### config.mk
export PLATFORM = sky130hd
export DESIGN_NAME = rfft_ctrl
export DESIGN_NICKNAME = d
export VERILOG_FILES = /design/src/rtl/rfft_pkg.sv /design/src/rtl/rfft_ctrl.sv
export SDC_FILE = /design/constraint.sdc
export NUM_CORES = 1
export LEC_CHECK = 0
export BUFFER_PORTS_ARGS = -buffer_cell sky130_fd_sc_hd__buf_2
export CAP_MARGIN = 5
export CELL_PAD_IN_SITES_DETAIL_PLACEMENT = 2
export CELL_PAD_IN_SITES_GLOBAL_PLACEMENT = 2
export CORE_ASPECT_RATIO = 0.8
export CORE_MARGIN = 2
export CORE_UTILIZATION = 31
export CTS_CLUSTER_SIZE = 8
export DETAILED_ROUTE_END_ITERATION = 10
export PLACE_DENSITY = 0.8
export SLEW_MARGIN = 20
export SYNTH_ARGS = -nofsm -noshare
export SYNTH_HDL_FRONTEND = slang
export SYNTH_SLANG_ARGS = --single-unit
### constraint.sdc
create_clock -name clock -period 3.73 [get_ports clock]
set_clock_uncertainty 0.1 [all_clocks]
set_input_delay 0.373 -clock clock [delete_from_list [all_inputs] [get_ports clock]]
set_output_delay 0.373 -clock clock [all_outputs]
set_load 0.02 [all_outputs]
### src/rtl/rfft_pkg.sv
`timescale 1ns / 1ps
package rfft_pkg;

   // fixed widths of the stream fields
   localparam int WORK_BITS     = 28;
   localparam int IDX_BITS      = 11;
   localparam int LOG2_BITS     = 4;
   localparam int RSP_DATA_BITS = 72;
   localparam int SAT_IN_BITS   = 34;
   localparam int CSR_ADDR_BITS = 3;
   localparam int CSR_DATA_BITS = 32;

   // defaults for the top level parameters
   localparam int DEF_MAX_POINTS   = 2048;
   localparam int DEF_SAMPLE_BITS  = 16;
   localparam int DEF_TWIDDLE_BITS = 16;

   localparam logic [LOG2_BITS-1:0] LOG2_RESET = 4'd11;

   // register index, taken from paddr bit 2
   localparam logic REG_LOG2_POINTS = 1'b0;
   localparam logic REG_REAL_INPUT  = 1'b1;

   // request kinds
   localparam logic OP_PUSH  = 1'b0;
   localparam logic OP_FETCH = 1'b1;

   localparam real PI_VAL = 3.14159265358979323846;

   // work memory write source
   typedef enum logic [1:0] {
      WR_SAMPLE,
      WR_SUM,
      WR_DIFF
   } wr_sel_type;

   // controller to datapath commands
   typedef struct packed {
      logic       wr_en;
      wr_sel_type wr_sel;
      logic       real_mode;
      logic       mul_en;
      logic       sum_en;
      logic       out_load;
      logic       out_ok;
      logic       out_last;
   } rfft_cmd_type;

   // round to nearest, ties away from zero
   function automatic real round_away(input real v);
      real r;
      if (v >= 0.0) begin
         r = $floor(v + 0.5);
      end else begin
         r = -$floor(-v + 0.5);
      end
      return r;
   endfunction

   // cosine twiddle, saturated at full scale minus one
   // step is the angle between neighboring table entries
   function automatic logic signed [31:0] tw_cos(input int k, input real step, input int twb);
      real scale;
      real r;
      scale = 2.0 ** (twb - 1);
      r = round_away($cos(step * k) * scale);
      if (r > scale - 1.0) begin
         r = scale - 1.0;
      end
      return 32'($rtoi(r));
   endfunction

   // negated sine twiddle
   function automatic logic signed [31:0] tw_sin(input int k, input real step, input int twb);
      real scale;
      real r;
      scale = 2.0 ** (twb - 1);
      r = round_away($sin(step * k) * scale);
      return -32'($rtoi(r));
   endfunction

   // saturate to the work word
   function automatic logic signed [WORK_BITS-1:0] sat_work(
      input logic signed [SAT_IN_BITS-1:0] v);
      logic signed [SAT_IN_BITS-1:0] hi;
      logic signed [SAT_IN_BITS-1:0] lo;
      hi = SAT_IN_BITS'(signed'({1'b0, {(WORK_BITS-1){1'b1}}}));
      lo = -hi - SAT_IN_BITS'(1);
      if (v > hi) begin
         return hi[WORK_BITS-1:0];
      end else if (v < lo) begin
         return lo[WORK_BITS-1:0];
      end
      return v[WORK_BITS-1:0];
   endfunction

endpackage

### src/rtl/rfft_ctrl.sv
`timescale 1ns / 1ps
module rfft_ctrl
   import rfft_pkg::*;
#(
   parameter int MAX_POINTS = DEF_MAX_POINTS
) (
   input  logic                          clock,
   input  logic                          reset,
   input  logic                          csr_psel,
   input  logic                          csr_penable,
   input  logic                          csr_pwrite,
   input  logic [CSR_ADDR_BITS-1:0]      csr_paddr,
   input  logic [CSR_DATA_BITS-1:0]      csr_pwdata,
   output logic [CSR_DATA_BITS-1:0]      csr_prdata,
   output logic                          csr_pready,
   input  logic                          req_tvalid,
   output logic                          req_tready,
   input  logic                          req_opcode,
   output logic                          rsp_tvalid,
   input  logic                          rsp_tready,
   output rfft_cmd_type                  cmd,
   output logic [$clog2(MAX_POINTS)-1:0] wr_addr,
   output logic [$clog2(MAX_POINTS)-1:0] rd_addr_a,
   output logic [$clog2(MAX_POINTS)-1:0] rd_addr_b,
   output logic [((MAX_POINTS > 2) ? $clog2(MAX_POINTS) - 1 : 1)-1:0] tw_addr,
   output logic [$clog2(MAX_POINTS)-1:0] out_idx
);

   localparam int AW  = $clog2(MAX_POINTS);
   localparam int LOGMAX = AW;
   localparam int CW  = AW + 1;
   localparam int TIW = (MAX_POINTS > 2) ? AW - 1 : 1;
   localparam int JW  = (AW > 1) ? AW - 1 : 1;
   localparam int BW  = $clog2(LOGMAX + 1);

   typedef enum logic [6:0] {
      S_IDLE  = 7'b0000001,
      S_FETCH = 7'b0000010,
      S_RD    = 7'b0000100,
      S_MUL   = 7'b0001000,
      S_SUM   = 7'b0010000,
      S_WP    = 7'b0100000,
      S_WQ    = 7'b1000000
   } state_type;

   state_type state_ff, state_in;

   logic [LOG2_BITS-1:0] log2_ff;
   logic                 real_ff;
   logic [CW-1:0]        load_cnt_ff, load_cnt_in;
   logic [AW-1:0]        read_cnt_ff, read_cnt_in;
   logic                 done_ff, done_in;
   logic [BW-1:0]        fbits_ff, fbits_in;
   logic [BW-1:0]        stage_ff, stage_in;
   logic [JW-1:0]        bfly_ff, bfly_in;
   logic [AW-1:0]        fidx_ff, fidx_in;
   logic                 flast_ff, flast_in;
   logic                 fok_ff, fok_in;
   logic                 rvalid_ff, rvalid_in;

   logic          csr_wr, accept, push, fetch;
   logic [BW-1:0] cur_bits;
   logic [AW-1:0] cur_mask, fmask, pos, rev, push_addr;
   logic [CW-1:0] eff_load, load_next, cur_n;
   logic          push_last;
   logic [AW-1:0] jx, lmask, p_addr, q_addr, s_off, idx;
   logic [JW-1:0] jmask;
   logic          j_last, st_last, idx_last;

   // configuration registers
   assign csr_wr     = csr_psel & csr_penable & csr_pwrite & csr_pready;
   assign csr_pready = 1'b1;

   always_ff @(posedge clock) begin
      if (reset) begin
         log2_ff <= LOG2_RESET;
         real_ff <= 1'b0;
      end else if (csr_wr) begin
         case (csr_paddr[2])
            REG_LOG2_POINTS: log2_ff <= csr_pwdata[LOG2_BITS-1:0];
            REG_REAL_INPUT:  real_ff <= csr_pwdata[0];
            default:         log2_ff <= log2_ff;
         endcase
      end
   end

   always_comb begin
      case (csr_paddr[2])
         REG_LOG2_POINTS: csr_prdata = CSR_DATA_BITS'(log2_ff);
         REG_REAL_INPUT:  csr_prdata = CSR_DATA_BITS'(real_ff);
         default:         csr_prdata = '0;
      endcase
   end

   // transform length in use, clamped
   always_comb begin
      if (log2_ff == '0) begin
         cur_bits = BW'(1);
      end else if (int'(log2_ff) > LOGMAX) begin
         cur_bits = BW'(LOGMAX);
      end else begin
         cur_bits = BW'(log2_ff);
      end
   end

   assign cur_mask = ~({AW{1'b1}} << cur_bits);
   assign cur_n    = CW'(1) << cur_bits;
   assign fmask    = ~({AW{1'b1}} << fbits_ff);

   // push address, bit reversed within the current length
   assign eff_load  = done_ff ? '0 : load_cnt_ff;
   assign pos       = eff_load[AW-1:0] & cur_mask;
   always_comb begin
      for (int i = 0; i < AW; i++) begin
         rev[i] = pos[AW-1-i];
      end
   end
   assign push_addr = rev >> (BW'(LOGMAX) - cur_bits);
   assign load_next = eff_load + CW'(1);
   assign push_last = load_next >= cur_n;

   // butterfly addressing
   assign jx     = AW'(bfly_ff);
   assign lmask  = ~({AW{1'b1}} << stage_ff);
   assign p_addr = ((jx & ~lmask) << 1) | (jx & lmask);
   assign q_addr = p_addr | (AW'(1) << stage_ff);
   assign s_off  = jx & lmask;
   assign jmask  = ~({JW{1'b1}} << (fbits_ff - BW'(1)));
   assign j_last = bfly_ff == jmask;
   assign st_last = stage_ff == (fbits_ff - BW'(1));

   // fetch index
   assign idx      = read_cnt_ff & fmask;
   assign idx_last = idx == fmask;

   // request handshake
   assign req_tready = (state_ff == S_IDLE) & (~rvalid_ff | rsp_tready);
   assign accept     = req_tvalid & req_tready;
   assign push       = accept & (req_opcode == OP_PUSH);
   assign fetch      = accept & (req_opcode == OP_FETCH);

   // sequencer
   always_comb begin
      state_in    = state_ff;
      load_cnt_in = load_cnt_ff;
      read_cnt_in = read_cnt_ff;
      done_in     = done_ff;
      fbits_in    = fbits_ff;
      stage_in    = stage_ff;
      bfly_in     = bfly_ff;
      fidx_in     = fidx_ff;
      flast_in    = flast_ff;
      fok_in      = fok_ff;
      rvalid_in   = rvalid_ff & ~rsp_tready;
      cmd         = '0;
      cmd.wr_sel  = WR_SAMPLE;
      cmd.real_mode = real_ff;
      cmd.out_ok  = fok_ff;
      cmd.out_last = flast_ff;
      wr_addr     = push_addr;
      rd_addr_a   = p_addr;
      case (state_ff)
         S_IDLE: begin
            rd_addr_a = idx;
            if (push) begin
               cmd.wr_en = 1'b1;
               done_in   = 1'b0;
               if (push_last) begin
                  load_cnt_in = '0;
                  read_cnt_in = '0;
                  fbits_in    = cur_bits;
                  stage_in    = '0;
                  bfly_in     = '0;
                  state_in    = S_RD;
               end else begin
                  load_cnt_in = load_next;
                  if (done_ff) begin
                     read_cnt_in = '0;
                  end
               end
            end else if (fetch) begin
               fok_in   = done_ff;
               fidx_in  = idx;
               flast_in = idx_last;
               state_in = S_FETCH;
               if (done_ff) begin
                  if (idx_last) begin
                     done_in     = 1'b0;
                     read_cnt_in = '0;
                     load_cnt_in = '0;
                  end else begin
                     read_cnt_in = idx + AW'(1);
                  end
               end
            end
         end
         S_FETCH: begin
            cmd.out_load = 1'b1;
            rvalid_in    = 1'b1;
            state_in     = S_IDLE;
         end
         S_RD: begin
            state_in = S_MUL;
         end
         S_MUL: begin
            cmd.mul_en = 1'b1;
            state_in   = S_SUM;
         end
         S_SUM: begin
            cmd.sum_en = 1'b1;
            state_in   = S_WP;
         end
         S_WP: begin
            cmd.wr_en  = 1'b1;
            cmd.wr_sel = WR_SUM;
            wr_addr    = p_addr;
            state_in   = S_WQ;
         end
         S_WQ: begin
            cmd.wr_en  = 1'b1;
            cmd.wr_sel = WR_DIFF;
            wr_addr    = q_addr;
            state_in   = S_RD;
            if (j_last) begin
               bfly_in = '0;
               if (st_last) begin
                  done_in  = 1'b1;
                  state_in = S_IDLE;
               end else begin
                  stage_in = stage_ff + BW'(1);
               end
            end else begin
               bfly_in = bfly_ff + JW'(1);
            end
         end
         default: begin
            state_in = S_IDLE;
         end
      endcase
   end

   assign rd_addr_b  = q_addr;
   assign tw_addr    = TIW'(s_off << (BW'(LOGMAX - 1) - stage_ff));
   assign out_idx    = fidx_ff;
   assign rsp_tvalid = rvalid_ff;

   // control state
   always_ff @(posedge clock) begin
      if (reset) begin
         state_ff    <= S_IDLE;
         load_cnt_ff <= '0;
         read_cnt_ff <= '0;
         done_ff     <= 1'b0;
         fbits_ff    <= BW'(1);
         stage_ff    <= '0;
         bfly_ff     <= '0;
         fok_ff      <= 1'b0;
         flast_ff    <= 1'b0;
         rvalid_ff   <= 1'b0;
      end else begin
         state_ff    <= state_in;
         load_cnt_ff <= load_cnt_in;
         read_cnt_ff <= read_cnt_in;
         done_ff     <= done_in;
         fbits_ff    <= fbits_in;
         stage_ff    <= stage_in;
         bfly_ff     <= bfly_in;
         fok_ff      <= fok_in;
         flast_ff    <= flast_in;
         rvalid_ff   <= rvalid_in;
      end
   end

   // fetch index needs no reset
   always_ff @(posedge clock) begin
      fidx_ff <= fidx_in;
   end

endmodule

==> key figures, run 1 <==
Worst setup path
  • Reg2Reg Launch Point: done_ff
  • CP max FO: 25
  • CP Data Arrival Time: 3.61 ns
  • FF-to-FF End: bfly_ff[8]
  • Reg-to-reg slack, setup: 0.25 ns
  • Type of origin of the critical path: flop
  • CP required: 3.85 ns
  • Worst setup EP type: flop
  • Crit. Startpoint: done_ff
  • R2R depth: 15
  • Critical Path Sink: bfly_ff[8]
  • Crit path kind: flop to flop

Pwr
  • Comb power frac: 28.9%
  • Pwr per Cell Area: 356 nW/um^2
  • Seq pwr share: 33.1%
  • Leakage: 0.00300 uW
  • Clk pwr share: 37.9%
  • Net Sw Power: 848 uW
  • Internal: 1610 uW
  • VDD IR max: 0.171 mV
  • Sw Ratio: 34.6%

Global routing
  • Vias in the first global route: 6,257
  • Initial antenna violation count: 1
  • Pin count of the biggest net entering global routing: 26
  • First-pass GRT wire length: 35,500 um
  • Total gr overflow: 0
  • Total GRT Usage: 21.8%

Hold path
  • Worst hold path class: input pin to flop

Outcome
  • Status: completed

STA
  • Finish-stage setup viols: 0
  • Final Max Tran Viols: 0
  • TNS Setup: 0 ns
  • Worst-margin pin slew: 0.753 ns
  • Fin crit share: 93.4%
  • Fin. Hold Viols: 0
  • Minimum clock period: 3.48 ns
  • Worst slew margin: 49.6%
  • Max frequency: 287 MHz

Floorplanning
  • Ports: 141
  • Core area: 18,900 um^2
  • Die Footprint: 20,300 um^2
  • Die width: 159 um
  • Rows: 45
  • Starting density of the core: 31.5%
  • Die H: 128 um

CTS
  • Post-CTS setup buffer count: 0
  • Number of CTS-inserted buffers: 9
  • Clock tree root buffer cell: clkbuf_16
  • Worst skew pair latency: 0.35 ns
  • CTS tree: yes
  • Resized Gates After CTS: 0
  • Clk pin slew, worst setup/hold paths: 0.06 ns
  • Num Clock Sinks: 68
  • H-tree level count: 3
  • Maximum root-to-sink buffer count: 2
  • CTS Hold Bufs: 0

Placement
  • Port buffer count: 81
  • Post-DP HPWL: 17,100 um
  • RePlAce Congestion: 0.879

Drt
  • WL final: 22,200 um
  • DR DRC count: 0
  • WL/cell: 19.8 um
  • Initial DRC count: 334
  • Routed Antenna Nets: 0
  • Drt pass-1 iters: 5
  • Drt via density: 5.43
  • Vias: 6,110

Layout
  • Antenna Diode Count: 0
  • Commonest non-fill, non-tap cells in the layout: nand2_1, buf_2, nor2_1, dfxtp_1, a21oi_1
  • Layout Nets: 935
  • Layout Utilization: 36.4%
  • Commonest non-fill, non-tap cell in the layout: nand2_1
  • Fill cell count: 2,277
  • Area grow syn2layout: 15.7%
  • Layout cells sized above 1: 17.1%

Synth
  • Post-synth EDFFs: 11
  • Ys async rst share: 0%
  • Sequential element share of the synthesized area: 24.7%
  • Yosys warns: 0
  • Syn Inst Count: 795
  • Synth Flop Type: dfxtp_1
  • Yosys cell types: 78
  • Synthesis-stage register bit count: 68
  • Synthesized area: 5960 um^2
  • Avg Cell Area, Syn: 7.49 um^2

Job
  • MaxCap Viol Count: 0
[cell usage after synthesis (all sizes together), types with 3 or more instances]
master,count,area share (%)
or3,6,0.63
edfxtp,11,5.5
xor2,13,1.9
buf,45,5.1
inv,34,2.1
a21oi,52,4.4
nand4,6,0.74
o211ai,9,1.1
nor3,15,1.5
a21o,7,0.88
nor2,80,5.0
dfxtp,57,19
nand2,84,5.3
nor3b,4,0.50
nand3,40,3.4
mux2,4,0.76
ha,30,6.3
a211oi,8,1.1
and2,10,1.1
nand3b,7,0.88
a31oi,12,1.3
o21a,5,0.63
o221ai,4,0.59
o2111ai,3,0.44
a32oi,3,0.44
a31o,4,0.59
clkbuf,39,2.5
or2,5,0.53
a211o,4,0.59
a21boi,5,0.63
a22oi,14,1.8
nor4,3,0.32
nor2b,20,2.1
xnor2,19,2.9
o21ai,35,2.9
and3,7,0.74
or4,4,0.57
mux2i,30,5.0
o22ai,4,0.42
nand2b,17,1.8
nor4b,5,0.99
[critical path, stage by stage (launching register included)]
cell       delay, ns
dfxtp_1         0.45
buf_4           0.34
nor2b_1         0.11
and4_1          0.25
nand4_1         0.12
xor2_1          0.21
nor2_1          0.10
ha_1            0.34
a21oi_1         0.14
o21ai_0         0.10
a31oi_1         0.25
a21oi_2         0.12
buf_4           0.21
o2111ai_1       0.25
xor2_1          0.19
nor3_1          0.07
[cell type report]
class                           instances  area [um^2]  area share [%]
Inverter                               35          131            1.91
Clock inverter                          5         77.6            1.13
Timing Repair Buffer                  111          631            9.15
Sequential cell                        68         1470            21.4
Tap cell                              258          323            4.68
Clock buffer                           11          233            3.38
Multi-Input combinational cell        637         4020            58.4
[power groups by stage]
stage | Clock, uW | Sequential (uW) | Combinational [uW]
global placement | 0 | 827 | 693
floorplan | 0 | 844 | 480
global route | 986 | 817 | 772
CTS | 954 | 813 | 710
finish | 931 | 813 | 710
detailed placement | 0 | 829 | 706
[kinds of logic after synthesis]
kind of cell	share of synthesized area, %
DFF	24.7
AOI/OAI and AO/OA	21.3
buffers and inverters	9.81
and+or+nand+nor	26.8
muxes	6.18
xor gates and xnor gates	4.83
adders and majority gates	6.30
other	0.126
[worst min path at each step]
stage / end / cells after the start / start / slack (ns)
after floorplan: read_cnt_ff[10] / 2 / read_cnt_ff[10] / 0.35
after global placement: read_cnt_ff[10] / 2 / read_cnt_ff[10] / 0.36
after detailed placement: read_cnt_ff[10] / 2 / read_cnt_ff[10] / 0.36
after CTS: log2_ff[3] / 2 / csr_pwdata[3] / 0.11
after global routing: log2_ff[3] / 2 / csr_pwdata[3] / 0.14
final: log2_ff[3] / 2 / csr_pwdata[3] / 0.12
[stage by stage]
step	hold slack, ns	setup slack [ns]	instance area [um^2]	std cells	power (uW)
2_1_floorplan	0.346	0.525	6070	824	1320
3_3_place_gp	0.361	0.366	6570	1109	1520
3_5_place_dp	0.364	0.211	6570	1109	1540
4_1_cts	0.114	0.108	6880	1125	2480
5_1_grt	0.140	-0.0333	6890	1125	2580
6_report	0.124	0.246	6890	1125	2450
[state kept, by name, indices dropped and copies added (netlist names)]
name and count:
stage_ff 4, log2_ff 4, fbits_ff 4, fok_ff 1
done_ff 1, state_ff 7, bfly_ff 10, real_ff 1
rsp_tvalid 1, flast_ff 1, out_idx 11, read_cnt_ff 11
load_cnt_ff 12
[per-layer routing]
layer | global-route usage, % | share of wire [%] | vias to the layer above
li1 | - | - | 2889
met1 | 30.9 | 50 | 3041
met2 | 35.1 | 45 | 158
met3 | 3.79 | 4.2 | 22
met4 | 4.44 | 1.3 | 0
met5 | 0 | 0 | -
No activity file was read; power rests on OpenSTA's default activity.
==> inputs of run 2 (changes only) <==
--- a/config.mk
+++ b/config.mk
@@ -5,7 +5,7 @@
 export SDC_FILE = /design/constraint.sdc
 export NUM_CORES = 1
 export LEC_CHECK = 0
-export BUFFER_PORTS_ARGS = -buffer_cell sky130_fd_sc_hd__buf_2
+export BUFFER_PORTS_ARGS = -buffer_cell sky130_fd_sc_hd__clkbuf_2
 export CAP_MARGIN = 5
 export CELL_PAD_IN_SITES_DETAIL_PLACEMENT = 2
 export CELL_PAD_IN_SITES_GLOBAL_PLACEMENT = 2
==> key figures, run 2 (synthesized netlist as in run 1, its figures left out) <==
Outcome
  • Status: completed

Floorplanning
  • Die H: 128 um
  • Starting density of the core: 31.5%
  • Rows: 45
  • Ports: 141
  • Die width: 159 um
  • Die Footprint: 20,300 um^2
  • Core area: 18,900 um^2

STA
  • Minimum clock period: 3.56 ns
  • Worst-margin pin slew: 0.790 ns
  • Final Max Tran Viols: 0
  • Fin crit share: 95.4%
  • Finish-stage setup viols: 0
  • Fin. Hold Viols: 0
  • Worst slew margin: 47.1%
  • TNS Setup: 0 ns
  • Max frequency: 281 MHz

Drt
  • WL/cell: 20.0 um
  • Routed Antenna Nets: 0
  • Drt via density: 5.43
  • Drt pass-1 iters: 4
  • Initial DRC count: 298
  • Vias: 6,117
  • WL final: 22,500 um
  • DR DRC count: 0

Pwr
  • Comb power frac: 28.7%
  • Pwr per Cell Area: 353 nW/um^2
  • Sw Ratio: 35.5%
  • Net Sw Power: 864 uW
  • Internal: 1570 uW
  • VDD IR max: 0.192 mV
  • Power Total: 2430 uW
  • Clk pwr share: 37.7%
  • Leakage: 0.00295 uW
  • Seq pwr share: 33.6%

Global routing
  • First-pass GRT wire length: 35,700 um
  • Initial antenna violation count: 1
  • Vias in the first global route: 6,362
  • Total gr overflow: 0
  • Total GRT Usage: 22.1%
  • Pin count of the biggest net entering global routing: 45

Layout
  • Area grow syn2layout: 15.8%
  • Layout Nets: 935
  • Commonest non-fill, non-tap cell in the layout: nand2_1
  • Commonest non-fill, non-tap cells in the layout: nand2_1, clkbuf_2, nor2_1, dfxtp_1, a21oi_1
  • Layout cells sized above 1: 17.2%
  • Max FFs per register: 12
  • Post-layout instance area: 6900 um^2
  • Most flops, register: load_cnt_ff

CTS
  • H-tree level count: 3
  • Worst skew pair latency: 0.35 ns
  • Clock tree root buffer cell: clkbuf_16
  • CTS Hold Bufs: 0
  • Num Clock Sinks: 68
  • Number of CTS-inserted buffers: 9
  • Resized Gates After CTS: 0
  • Maximum root-to-sink buffer count: 2
  • Post-CTS setup buffer count: 0
  • CTS tree: yes
  • Clk pin slew, worst setup/hold paths: 0.06 ns

Worst setup path
  • CP required: 3.26 ns
  • Critical path's slowest cell: a21boi_0
  • Crit path largest cell delay: 0.67 ns
  • Worst setup EP type: output pin
  • CP Data Arrival Time: 3.08 ns
  • Top delay family on crit path: compound AO/OA/AOI/OAI gates
  • Most frequent CP cell: ha_1
  • Worst Path Buf+Inv: 1
  • Crit path kind: flop to output pin
  • Type of origin of the critical path: flop
  • Crit path cell chain: ha_1 -> ha_1 -> o21ai_0 -> a21boi_0 -> nand2_1 -> o221ai_1 -> nor2_1 -> clkbuf_2
  • CP max FO: 10

Hold path
  • Worst hold path class: input pin to flop

Placement
  • Post-DP HPWL: 17,000 um
  • Port buffer count: 81
  • DP Area: 6570 um^2
  • RePlAce Congestion: 0.874

Job
  • MaxCap Viol Count: 0
run 2: cell types whose count changed in the layout (fill, tap and decap cells not counted), sizes merged:
cell / before / now
buf: 111 / 30
bufinv: 2 / 1
clkinv: 4 / 1
clkbuf: 11 / 94
diode: 0 / 1
clkinvlp: 0 / 2
run 2: final cells by class:
cell class	count	area (um^2)
repair buffers	111	638
flip-flops and latches	68	1470
clock inverters	3	45.0
well taps	258	323
multi-input cells	637	4020
fillers	2289	12000
inverters	35	131
diodes	1	2.50
clock buffers	13	260
run 2: final timing paths:
path,start,end,slack [ns],depth (start not counted)
max reg2reg,fbits_ff[1],stage_ff[2],0.24,11
min reg2reg,read_cnt_ff[9],read_cnt_ff[9],0.38,2
max,stage_ff[1],wr_addr[6],0.17,8
min,csr_pwdata[3],log2_ff[3],0.13,2
run 2: worst register-to-register path, stage by stage, from the launching register on:
cell and delay, ns:
dfxtp_1 0.52, inv_1 0.17, ha_1 0.24, inv_1 0.10
ha_1 0.32, nand2b_1 0.12, xnor2_1 0.14, or4_1 0.52
o31a_1 0.31, nor3_4 0.39, a31oi_1 0.27, mux2i_1 0.17
run 2: metal layers:
metal | GRT usage [%] | vias up | wire, um
met4 | 5.13 | 0 | 255
met1 | 30.7 | 3055 | 11200
met2 | 36.5 | 143 | 10200
met5 | 0 | - | 0
met3 | 3.11 | 18 | 881
li1 | - | 2901 | -
run 2: stage by stage:
stage	worst slack [ns]	std cells	util (%)	hold WS, ns
6_report	0.173	1126	36.4	0.126
5_1_grt	-0.00780	1125	36.4	0.131
4_1_cts	0.128	1125	36.3	0.121
3_5_place_dp	0.219	1109	34.7	0.381
3_3_place_gp	0.364	1109	34.7	0.363
2_1_floorplan	0.525	824	-	0.346
run 2: power groups by stage:
stage	Sequential, uW	Clock (uW)	Combinational, uW
floorplan	844	0	480
global placement	831	0	679
detailed placement	832	0	691
CTS	816	938	697
global route	821	962	762
finish	816	917	698
==> inputs of run 3 (changes only) <==
--- a/config.mk
+++ b/config.mk
@@ -5,16 +5,17 @@
 export SDC_FILE = /design/constraint.sdc
 export NUM_CORES = 1
 export LEC_CHECK = 0
+export ABC_AREA = 1
 export BUFFER_PORTS_ARGS = -buffer_cell sky130_fd_sc_hd__clkbuf_2
 export CAP_MARGIN = 5
 export CELL_PAD_IN_SITES_DETAIL_PLACEMENT = 2
 export CELL_PAD_IN_SITES_GLOBAL_PLACEMENT = 2
 export CORE_ASPECT_RATIO = 0.8
 export CORE_MARGIN = 2
-export CORE_UTILIZATION = 31
+export CORE_UTILIZATION = 28
 export CTS_CLUSTER_SIZE = 8
 export DETAILED_ROUTE_END_ITERATION = 10
-export PLACE_DENSITY = 0.8
+export PLACE_DENSITY = 0.78
 export SLEW_MARGIN = 20
 export SYNTH_ARGS = -nofsm -noshare
 export SYNTH_HDL_FRONTEND = slang
==> key figures, run 3 <==
Outcome
  • Status: completed

Layout
  • Commonest non-fill, non-tap cell in the layout: nand2_1
  • Most flops, register: load_cnt_ff
  • Max FFs per register: 12
  • Fill cell count: 2,573
  • Layout cells sized above 1: 17.5%
  • Layout Nets: 1,113
  • Area grow syn2layout: 19.3%
  • Commonest non-fill, non-tap cells in the layout: nand2_1, inv_1, nor2_1, clkbuf_2, nand3_1

Pwr
  • Sw Ratio: 36.1%
  • Clk pwr share: 39.2%
  • VDD IR max: 0.256 mV
  • Pwr per Cell Area: 361 nW/um^2
  • Seq pwr share: 31.8%
  • Internal: 1610 uW
  • Leakage: 0.00332 uW
  • Net Sw Power: 910 uW
  • Comb power frac: 29.0%

Worst setup path
  • FF-to-FF End: bfly_ff[0]
  • Type of origin of the critical path: flop
  • Critical path's slowest cell: dfxtp_1
  • R2R depth: 20
  • Crit path largest cell delay: 0.45 ns
  • CP max FO: 12
  • Crit path cell chain: buf_4 -> clkinvlp_4 -> nand2_1 -> inv_1 -> nand4_1 -> xor2_1 -> inv_2 -> ha_1 -> nand2_2 -> nor2_2 -> nand2_1 -> nor2_1 -> nand2_1 -> nand3_2 -> nand2_2 -> nand2_2 -> buf_12 -> inv_2 -> o21ai_1 -> a21oi_1
  • CP Data Arrival Time: 3.60 ns
  • Reg2Reg Launch Point: done_ff
  • Crit path kind: flop to flop
  • Reg-to-reg slack, setup: 0.25 ns
  • CP required: 3.84 ns
  • Worst setup EP type: flop

CTS
  • H-tree level count: 3
  • Clock tree root buffer cell: clkbuf_16
  • Number of CTS-inserted buffers: 9
  • Post-CTS setup buffer count: 0
  • Maximum root-to-sink buffer count: 2
  • Worst skew pair latency: 0.34 ns
  • Num Clock Sinks: 68
  • Clk pin slew, worst setup/hold paths: 0.06 ns
  • CTS tree: yes

Drt
  • Drt pass-1 iters: 4
  • Initial DRC count: 411
  • Routed Antenna Nets: 0
  • DR DRC count: 0
  • WL final: 24,600 um
  • WL/cell: 18.7 um
  • Vias: 6,696
  • Drt via density: 5.09

Synth
  • Largest cells by area after synthesis: dfxtp_1, nand2_1, inv_1
  • Avg Cell Area, Syn: 6.20 um^2
  • Ys async rst share: 0%
  • Sequential element share of the synthesized area: 25.2%
  • Top cell type's share of synthesized area: 19.5%
  • Synthesis-stage register bit count: 68
  • Syn Inst Count: 943
  • Yosys warns: 0
  • Yosys cell types: 51
  • Synthesized area: 5850 um^2
  • Count leader, synth: nand2_1
  • Post-synth top cells: nand2_1, inv_1, nor2_1
  • Yosys top cell by area: dfxtp_1
  • Post-synth EDFFs: 11
  • Synth Flop Type: dfxtp_1

STA
  • Final Max Tran Viols: 0
  • TNS Setup: 0 ns
  • Max frequency: 287 MHz
  • Hold WS: 0.157 ns
  • Worst-margin pin slew: 0.920 ns
  • Minimum clock period: 3.48 ns
  • Fin crit share: 93.4%
  • Worst slew margin: 38.5%
  • Finish-stage setup viols: 0
  • Fin. Hold Viols: 0

Global routing
  • Total gr overflow: 0
  • Vias in the first global route: 6,739
  • Total GRT Usage: 22.5%
  • First-pass GRT wire length: 38,600 um
  • Initial antenna violation count: 0
  • Pin count of the biggest net entering global routing: 34

Floorplanning
  • Rows: 47
  • Ports: 141
  • Starting density of the core: 28.4%
  • Die width: 166 um
  • Die H: 133 um
  • Core area: 20,600 um^2
  • Die Footprint: 22,100 um^2

Hold path
  • Number of cells on the worst hold path: 3
  • Min-delay src: csr_pwdata[1]
  • Hold EP: log2_ff[1]
  • Worst hold path class: input pin to flop

Placement
  • Post-DP HPWL: 19,100 um
  • Port buffer count: 81
  • RePlAce Congestion: 0.834

Job
  • MaxCap Viol Count: 0
[run 3: cell types whose count changed in the layout (fill, tap and decap cells not counted), moves of 11 or more]
cell,before,now
o21ai_1,1,15
mux2i_1,30,1
nor2_1,79,90
inv_2,0,12
nand2b_1,17,0
nand3_1,40,67
o21ai_0,34,63
a21oi_1,50,64
xnor2_1,18,3
nand2_2,0,12
nand2_1,84,232
a22oi_1,14,0
nor2b_1,19,0
inv_1,34,111
[run 3: stage by stage]
stage	total power, uW	setup WS (ns)	area [um^2]	util, %	cells
floorplan	1330	0.657	5960	-	972
finish	2520	0.247	6980	33.9	1315
global route	2650	-0.00795	6970	33.9	1314
CTS	2530	0.0317	6930	33.7	1314
detailed placement	1530	0.271	6590	32.0	1298
global placement	1510	0.362	6590	32.0	1298
[run 3: worst max path at each step]
stage,startpoint,end,slack [ns],cells past startpoint
3_5_place_dp,load_cnt_ff[0],bfly_ff[4],0.27,21
6_report,done_ff,bfly_ff[0],0.25,20
5_1_grt,done_ff,bfly_ff[4],-0.008,22
4_1_cts,done_ff,bfly_ff[0],0.03,22
3_3_place_gp,done_ff,bfly_ff[6],0.36,21
2_1_floorplan,load_cnt_ff[0],read_cnt_ff[6],0.66,21
[run 3: cell type report]
type / count / area, um^2 / share of cell area [%]
antenna: 1 / 2.50 / 0.0359
clock buffer: 11 / 254 / 3.64
clock inverter: 5 / 82.6 / 1.18
inverter: 127 / 480 / 6.89
multi-input combinational: 719 / 3670 / 52.7
sequential: 68 / 1470 / 21.1
tap: 269 / 337 / 4.83
timing repair buffer: 115 / 673 / 9.65
[run 3: power groups by stage]
stage               Clock [uW]  Combinational, uW  Sequential [uW]
floorplan                    0                507              820
global placement             0                694              815
detailed placement           0                715              816
CTS                       1000                727              800
global route              1030                816              805
finish                     989                731              800
[run 3: routing by layer]
layer | track usage [%] | vias up | wire length, um
met4 | 3.83 | 0 | 201
met1 | 34.5 | 3324 | 12900
met2 | 33.7 | 147 | 10500
li1 | - | 3209 | -
met5 | 0 | - | 0
met3 | 3.33 | 16 | 1040
[run 3: cell families after synthesis]
group,Yosys count,synth area share [%]
AO/OA/AOI/OAI,176,16.6
XOR/XNOR,16,2.40
adder cells (fa/ha/maj),30,6.42
buffers and inverters,185,14.7
flip-flops,68,25.2
multiplexers,1,0.171
other,2,0.128
AND/OR/NAND/NOR,465,34.5
[run 3: timing repair]
action                     4_1_cts  5_1_grt
resized for setup                1       12
hold buffers                     0        0
pin swaps                        0        1
setup endpoints to repair        1       41
[run 3: critical path, delay by kind of cell, from the launching register on]
family                     cells  cell delay [ns]
AOI/OAI and AO/OA              2             0.22
DFF                            1             0.45
buffers and inverters          6             0.77
xor gates and xnor gates       1             0.21
adders and majority gates      1             0.31
and+or+nand+nor               10             1.27
